--- config.mk ---
export PLATFORM = sky130hd
export DESIGN_NAME = ffba_chain
export DESIGN_NICKNAME = d
export VERILOG_FILES = /design/src/rtl/ffba_pkg.sv /design/src/rtl/ffba_cell.sv /design/src/rtl/ffba_chain.sv
export SDC_FILE = /design/constraint.sdc
export NUM_CORES = 2
export LEC_CHECK = 0
export BUFFER_PORTS_ARGS = -buffer_cell sky130_fd_sc_hd__buf_4
export CORE_AREA = 2 2 459 461
export CTS_CLUSTER_SIZE = 28
export DETAILED_ROUTE_END_ITERATION = 12
export DIE_AREA = 0 0 461 463
export PLACE_DENSITY = 0.54
export SLEW_MARGIN = 30
export SYNTH_ARGS = -nofsm -noshare
export SYNTH_HDL_FRONTEND = slang
export SYNTH_SLANG_ARGS = --single-unit
--- constraint.sdc ---
create_clock -name i_clk -period 4.73 [get_ports i_clk]
set_clock_uncertainty 0.2 [all_clocks]
set_input_delay 0.946 -clock i_clk [delete_from_list [all_inputs] [get_ports i_clk]]
set_output_delay 0.946 -clock i_clk [all_outputs]
set_load 0.01 [all_outputs]
--- src/rtl/ffba_pkg.sv ---
package ffba_pkg;

    localparam int unsigned FREE_SLOTS_DEF = 16;
    localparam int unsigned USED_SLOTS_DEF = 16;

    localparam logic [1:0] FUNC_CLAIM   = 2'd0;
    localparam logic [1:0] FUNC_FREE    = 2'd1;
    localparam logic [1:0] FUNC_REALLOC = 2'd2;
    localparam logic [1:0] FUNC_QUERY   = 2'd3;

    localparam logic [1:0] ST_OK      = 2'd0;
    localparam logic [1:0] ST_NOFIT   = 2'd1;
    localparam logic [1:0] ST_NOADDR  = 2'd2;
    localparam logic [1:0] ST_NODESC  = 2'd3;

    localparam logic REG_BASE = 1'b0;
    localparam logic REG_LEN  = 1'b1;

    localparam logic [31:0] HEAP_LEN_RST = 32'd65536;

    // Per-cycle command to every cell of a chain.
    typedef struct packed {
        logic        restart;
        logic        ins_front;   // shift right, insert at head
        logic        del;         // shift left from pos
        logic        upd;         // rewrite one entry in place
        logic [8:0]  pos;
        logic [31:0] start;
        logic [31:0] size;
    } t_chain_cmd;

endpackage

--- src/rtl/ffba_cell.sv ---
// One table entry: holds start/size/valid, takes its left or right neighbor.
module ffba_cell #(
    parameter int unsigned IDX = 0
) (
    input  logic                i_clk,
    input  ffba_pkg::t_chain_cmd i_cmd,
    input  logic                i_rst_val,
    input  logic [31:0]         i_rst_start,
    input  logic [31:0]         i_rst_size,
    input  logic                i_left_v,
    input  logic [31:0]         i_left_start,
    input  logic [31:0]         i_left_size,
    input  logic                i_right_v,
    input  logic [31:0]         i_right_start,
    input  logic [31:0]         i_right_size,
    output logic                o_v,
    output logic [31:0]         o_start,
    output logic [31:0]         o_size
);
    import ffba_pkg::*;

    logic        r_v;
    logic [31:0] r_start, r_size;
    logic        n_v;
    logic [31:0] n_start, n_size;
    logic [8:0]  w_me;

    assign w_me = 9'(IDX);

    always_comb begin
        n_v = r_v; n_start = r_start; n_size = r_size;
        if (i_cmd.restart) begin
            n_v = i_rst_val; n_start = i_rst_start; n_size = i_rst_size;
        end else if (i_cmd.ins_front) begin
            if (w_me == 9'd0) begin
                n_v = 1'b1; n_start = i_cmd.start; n_size = i_cmd.size;
            end else begin
                n_v = i_left_v; n_start = i_left_start; n_size = i_left_size;
            end
        end else if (i_cmd.del) begin
            if (w_me >= i_cmd.pos) begin
                n_v = i_right_v; n_start = i_right_start; n_size = i_right_size;
            end
        end else if (i_cmd.upd && w_me == i_cmd.pos) begin
            n_start = i_cmd.start; n_size = i_cmd.size;
        end
    end

    always_ff @(posedge i_clk) begin
        r_v <= n_v; r_start <= n_start; r_size <= n_size;
    end

    assign o_v = r_v;
    assign o_start = r_start;
    assign o_size = r_size;
endmodule

--- src/rtl/ffba_chain.sv ---
// Row of cells; reports per-entry contents.
module ffba_chain #(
    parameter int unsigned SLOTS = 16
) (
    input  logic                 i_clk,
    input  ffba_pkg::t_chain_cmd i_cmd,
    input  logic [31:0]          i_rst_start,
    input  logic [31:0]          i_rst_size,
    input  logic                 i_rst_one,
    output logic [SLOTS-1:0]     o_v,
    output logic [SLOTS-1:0][31:0] o_start,
    output logic [SLOTS-1:0][31:0] o_size
);
    import ffba_pkg::*;

    for (genvar g = 0; g < SLOTS; g++) begin : g_cell
        logic        w_lv, w_rv;
        logic [31:0] w_ls, w_lz, w_rs, w_rz;
        if (g == 0) begin : g_l0
            assign w_lv = 1'b0; assign w_ls = '0; assign w_lz = '0;
        end else begin : g_ln
            assign w_lv = o_v[g-1]; assign w_ls = o_start[g-1]; assign w_lz = o_size[g-1];
        end
        if (g == SLOTS-1) begin : g_re
            assign w_rv = 1'b0; assign w_rs = '0; assign w_rz = '0;
        end else begin : g_rn
            assign w_rv = o_v[g+1]; assign w_rs = o_start[g+1]; assign w_rz = o_size[g+1];
        end
        ffba_cell #(.IDX(g)) u_cell (
            .i_clk(i_clk), .i_cmd(i_cmd),
            .i_rst_val((g == 0) ? i_rst_one : 1'b0),
            .i_rst_start((g == 0) ? i_rst_start : 32'd0),
            .i_rst_size((g == 0) ? i_rst_size : 32'd0),
            .i_left_v(w_lv), .i_left_start(w_ls), .i_left_size(w_lz),
            .i_right_v(w_rv), .i_right_start(w_rs), .i_right_size(w_rz),
            .o_v(o_v[g]), .o_start(o_start[g]), .o_size(o_size[g])
        );
    end
endmodule

# Yosys cells after proc, flatten, opt, wreduce, memory -nomap -nowiden
# Index checks and enable logic that the tools add are counted.
[op_classes]
n_lt_le_gt_ge = 16
n_eq_ne = 31
n_mux = 178
n_reduce_logical = 83
[op_table]
columns = ["operator", "count"]
rows = [
  ["32-bit two-way mux", 129],
  ["4-bit by 9-bit == test with 1-bit output, first input constant", 8],
  ["4-bit by 9-bit greater-or-equal comparator with 1-bit output, first input constant", 8],
  ["2-bit AND reduction", 32],
  ["3-bit nonzero test", 17],
  ["1-bit two-way mux", 49],
  ["3-bit by 1-bit inequality test with 1-bit output, second input constant", 15],
  ["3-bit by 9-bit == test with 1-bit output, first input constant", 4],
  ["3-bit by 9-bit greater-or-equal comparator with 1-bit output, first input constant", 4],
  ["2-bit nonzero test", 16],
  ["2-bit by 9-bit == test with 1-bit output, first input constant", 2],
  ["1-bit by 9-bit greater-or-equal comparator with 1-bit output, first input constant", 2],
  ["2-bit by 9-bit greater-or-equal comparator with 1-bit output, first input constant", 2],
  ["1-bit logical AND", 16],
  ["1-bit by 9-bit == test with 1-bit output, first input constant", 1],
  ["9-bit logical NOT", 1],
  ["4-bit by 1-bit inequality test with 1-bit output, second input constant", 1],
  ["4-bit nonzero test", 1],
]
[word_totals]
ff_bits = 1040
inputBits = 143
elab_cells = 356

# Logic depth before layout (Yosys ltp)
[logic_depth]
word_depth = 6
ltp_mapped = 9
depth_no_buf = 4

# Modules after synthesis
# Synthesis repeated with hierarchy kept, for this count alone.
[hier_totals]
hier_cells = 5711
area_unflattened_um2 = 66058.4
[modules_own_cells]
columns = ["mod", "n_inst", "cells_per_inst", "area_per_inst_um2"]
rows = [
  ["ffba_cell (g_cell[3].u_cell)", 1, 358, 4269.1],
  ["ffba_cell (g_cell[4].u_cell)", 1, 359, 4265.3],
  ["ffba_cell (g_cell[2].u_cell)", 1, 362, 4257.8],
  ["ffba_cell (g_cell[5].u_cell)", 1, 361, 4256.6],
  ["ffba_cell (g_cell[1].u_cell)", 1, 361, 4254.1],
  ["ffba_cell (g_cell[11].u_cell)", 1, 358, 4252.8],
  ["ffba_cell (g_cell[10].u_cell)", 1, 363, 4131.5],
  ["ffba_cell (g_cell[8].u_cell)", 1, 362, 4112.7],
  ["ffba_cell (g_cell[13].u_cell)", 1, 359, 4107.7],
  ["ffba_cell (g_cell[12].u_cell)", 1, 360, 4105.2],
  ["ffba_cell (g_cell[7].u_cell)", 1, 358, 4102.7],
  ["ffba_cell (g_cell[9].u_cell)", 1, 360, 4102.7],
  ["ffba_cell (g_cell[6].u_cell)", 1, 362, 4101.4],
  ["ffba_cell (g_cell[15].u_cell)", 1, 360, 4100.2],
  ["+3 rows", "--", "--", "--"],
]

# Least setup slack after synthesis
# No wires, ideal clock.
[synth_path]
path_kind = "input port to flip-flop"
startpoint = "input port i_cmd[75] in the netlist's numbering"
endpoint = "register g_cell[0].u_cell.r_size[0], enable pin"
setup_time_ns = 0.424
arrival_time_ns = 3.391
t_required_ns = 4.106
path_slack_ns = 0.716
cell_stages = 6
path_buffers = 4
path_cell_list = "buf_2 > buf_2 > clkbuf_1 > clkbuf_1 > nor2_1 > nand2_1"
[synth_via]
elab_chain_len = 2
elab_cells_between_ends = 3
classes_between = "1 x eq/ne; 2 x reduce/logical"
[synth_rtl]
columns = ["item", "line_no", "text"]
rows = [
  ["start, declared", "ffba_chain.sv:6", "input ffba_pkg::t_chain_cmd i_cmd,"],
  ["4-bit by 1-bit inequality test with 1-bit output (no line) or 4-bit nonzero test (tied branches)", "--", ""],
  ["2-bit AND reduction (no line) *", "--", ""],
  ["end signal, assigned", "ffba_cell.sv:50", "r_v <= n_v; r_start <= n_start; r_size <= n_size;"],
  ["end, declared", "ffba_cell.sv:23", "logic [31:0] r_start, r_size;"],
]
# Mark *: on every way between the ends. The rest lies on a longest branch, timed or not.
# A chain may end at the register's enable or synchronous reset.

# Worst setup path in the final report
[layout_path]
startpoint = "input port i_cmd[70] in the netlist's numbering"
endpoint = "register g_cell[1].u_cell.r_start[19]"
[layout_via]
elab_chain_len = 4
elab_cells_between_ends = 6
classes_between = "1 x order compare; 2 x eq/ne; 3 x reduce/logical"
[layout_rtl]
columns = ["item", "line_no"]
rows = [
  ["parallel branches: the longest is 3 deep, another holds 1-bit by 9-bit greater-or-equal comparator with 1-bit output", "--"],
  ["2-bit AND reduction (no line) *", "--"],
  ["end signal, assigned", "ffba_cell.sv:50"],
  ["end, declared", "ffba_cell.sv:23"],
]
# Every way passes the cells marked *.

==> out/results.tsv <==
metric	value	unit
top-count cell post-synth	nand2_1	
Starting Density	27.6	%
Worst Hold Class	input port to register	
Max Slew Vio Count	0	
Met3 Routed Length	25700	um
final net count	7828	
Design Power	25200	uW
Synth Register Bits	1040	
highest clock rate	339	MHz
largest net degree at the start of global routing	228	
Clock Path Buffers	3	
post-synthesis adder-cell area fraction	0	%
Synth Area in Compound Gates	24.4	%
height of the die	463	um
Final ANT Viol Nets	0	
GRT Util Overall	25.2	%
dpl hpwl	192000	um
Layout area overhead	25.9	%
Top Layer Used	met4	
Setup CP Type	input port to register	
post-DR wirelength/cell	26.7	um
Post-Syn Instances	7031	
Reg clk slew, reported paths	0.06	ns
post-synthesis mux area share	17.9	%
first-pass GRT wire length	404000	um
share of the synthesized area in the top cell type	34.0	%
area of the die	213000	um2
Worst Max-Slew Pin Slew	1.03	ns
worst hold slack	0.227	ns
simple-gate share of the synthesized area	13.2	%
first drt pass iteration count	5	
Synth area leader	dfxtp_1	
worst skew pair latency	0.80	ns
Synth Cell Area	57500	um2
# clock sinks	1040	
Synth async-reset ratio	0	%
drt drc	0	
vias	58200	
slew margin rel.	31.6	%
run status	finished clean	
# Post-CTS Setup Buffers	0	
Root Buffer	clkbuf_16	
vias in the first global route	54600	
Synth warnings	0	
layout cells sized above 1	20.8	%
Avg Cell Area, Syn	8.18	um2
CTS Buf Count	131	
M1 wire length	114000	um
detailed-route vias per instance	5.49	
die width	461	um
H-tree Lvls	4	
main combinational cell family by area after synthesis	compound AO/OA/AOI/OAI gates	
post-cts sizing count	0	
top cells by area, synth	dfxtp_1 (34%), mux2i_1 (18%), nand2_1 (11%), o211ai_1 (11%), a21oi_1 (7.9%)	
Pwr per Cell Area	349	nW/um2
Routed WL	282000	um
CP arrival	3.46	ns
routed wl met2	128000	um
row count	168	
Post-CTS Hold Buffers	0	
Mapped Nets	7174	
Seq/Total Area, Yosys	37.4	%
Max Cap Viol	0	
distinct cell type count after synthesis	46	
number of antenna violations at the first check in global routing	9	
setup TNS	0	ns
Synth top cells by count	nand2_1 (1738), mux2i_1 (1029), dfxtp_1 (975)	
Core Area	209000	um2
TritonCTS clock tree	yes	
number of port buffers	1182	
Critical Path Start Type	input port	
RSZ-0062 raised after global routing	false	
Final Hold Vio Count	0	
Peak VDD IR	0.000383	V
top_reg_cell synth	dfxtp_1	
Worst Path Required	5.24	ns
P_leak	0.0301	uW
initial DRC count	5406	
xor and xnor fraction of the mapped netlist area	0	%
Post-synth EDFFs	65	
crit path capture type	register	
Period Utilization, post-route	62.4	%
crit path max fanout	43	
Final min period	2.95	ns
final setup fails	0	
gpl congestion	0.866	
number of I/O pins	1183	
GRT overflow	0	
-- per-layer routing --
layer  vias up  GRT usage (%)
li1      26500              -
met1     28700           30.9
met2      2425           40.0
met3       514           7.52
met4         0           12.2
met5         -              0
-- cells in the final DEF (no fill, tap or decap), types with 8 or more instances in the layout --
cell	Yosys	final
clkbuf_16	0	137
clkbuf_8	0	30
a41o_4	0	8
nand3_1	76	76
buf_4	150	1257
nor3b_1	64	64
nor2_1	23	23
clkinv_2	0	16
a21bo_2	64	64
inv_1	67	67
edfxtp_1	65	65
a21oi_1	902	902
mux2i_1	1029	1029
inv_6	0	9
o211ai_1	834	834
nand2_1	1738	1736
nor3_1	8	8
o41ai_1	65	65
o21ai_0	196	196
a41oi_4	0	9
clkbuf_1	436	32
a211oi_1	65	65
buf_12	0	50
dfxtp_1	975	975
-- flip-flops by register name (all words and copies together) (netlist names) --
name and flops:
g_cell.u_cell.o_v 16, g_cell.u_cell.o_start 512, g_cell.u_cell.o_size 512
-- report_power, final --
| group | switching, uW | internal, uW | total (uW) |
|---|---|---|---|
| sequential | 733 | 9410 | 10100 |
| clock | 4340 | 5970 | 10300 |
| combinational | 2920 | 1860 | 4780 |
| total | 8000 | 17200 | 25200 |
-- kinds of logic (layout without fill, tap and decap cells) --
group           Yosys count  after routing
compound gates         2182           2182
buf+inv                 861           1620
flops                  1040           1040
mux                    1030           1030
other cells               0              3
simple gates           1918           1918
-- worst max-delay path: stages --
cell and delay (ns):
buf_4 0.12, nor4_4 0.56, buf_12 0.35, a41o_4 0.73, buf_12 0.32, o211ai_1 0.14
a21oi_1 0.17
-- final timing paths --
| check | startpoint | endpoint | slack (ns) | depth (start not counted) |
|---|---|---|---|---|
| max | i_cmd[70] | g_cell[1].u_cell.o_start[19] | 1.78 | 7 |
| min | i_rst_size[7] | g_cell[0].u_cell.o_size[7] | 0.23 | 3 |
| max reg2reg | g_cell[5].u_cell.o_size[23] | g_cell[4].u_cell.o_size[23] | 3.34 | 4 |
| min reg2reg | g_cell[11].u_cell.o_size[6] | g_cell[11].u_cell.o_size[6] | 0.29 | 2 |
-- through the flow --
step	instance area, um2	setup WS, ns	cells	utilization, %
2_1_floorplan	57500	0.716	7031	-
3_3_place_gp	68000	0.895	10400	32.6
3_5_place_dp	68000	0.929	10400	32.6
4_1_cts	72300	1.80	10600	34.7
5_1_grt	72400	1.73	10600	34.7
6_report	72400	1.78	10600	34.7
-- final cells by class --
cell class	instances	area, um2
multi-input cells	5130	32300
clock buffers	199	3960
fillers	21600	136000
repair buffers	1313	10500
flip-flops and latches	1040	21500
clock inverters	39	368
inverters	69	274
well taps	2805	3510
diodes	3	7.51
Power figures use the tool's default switching activity.
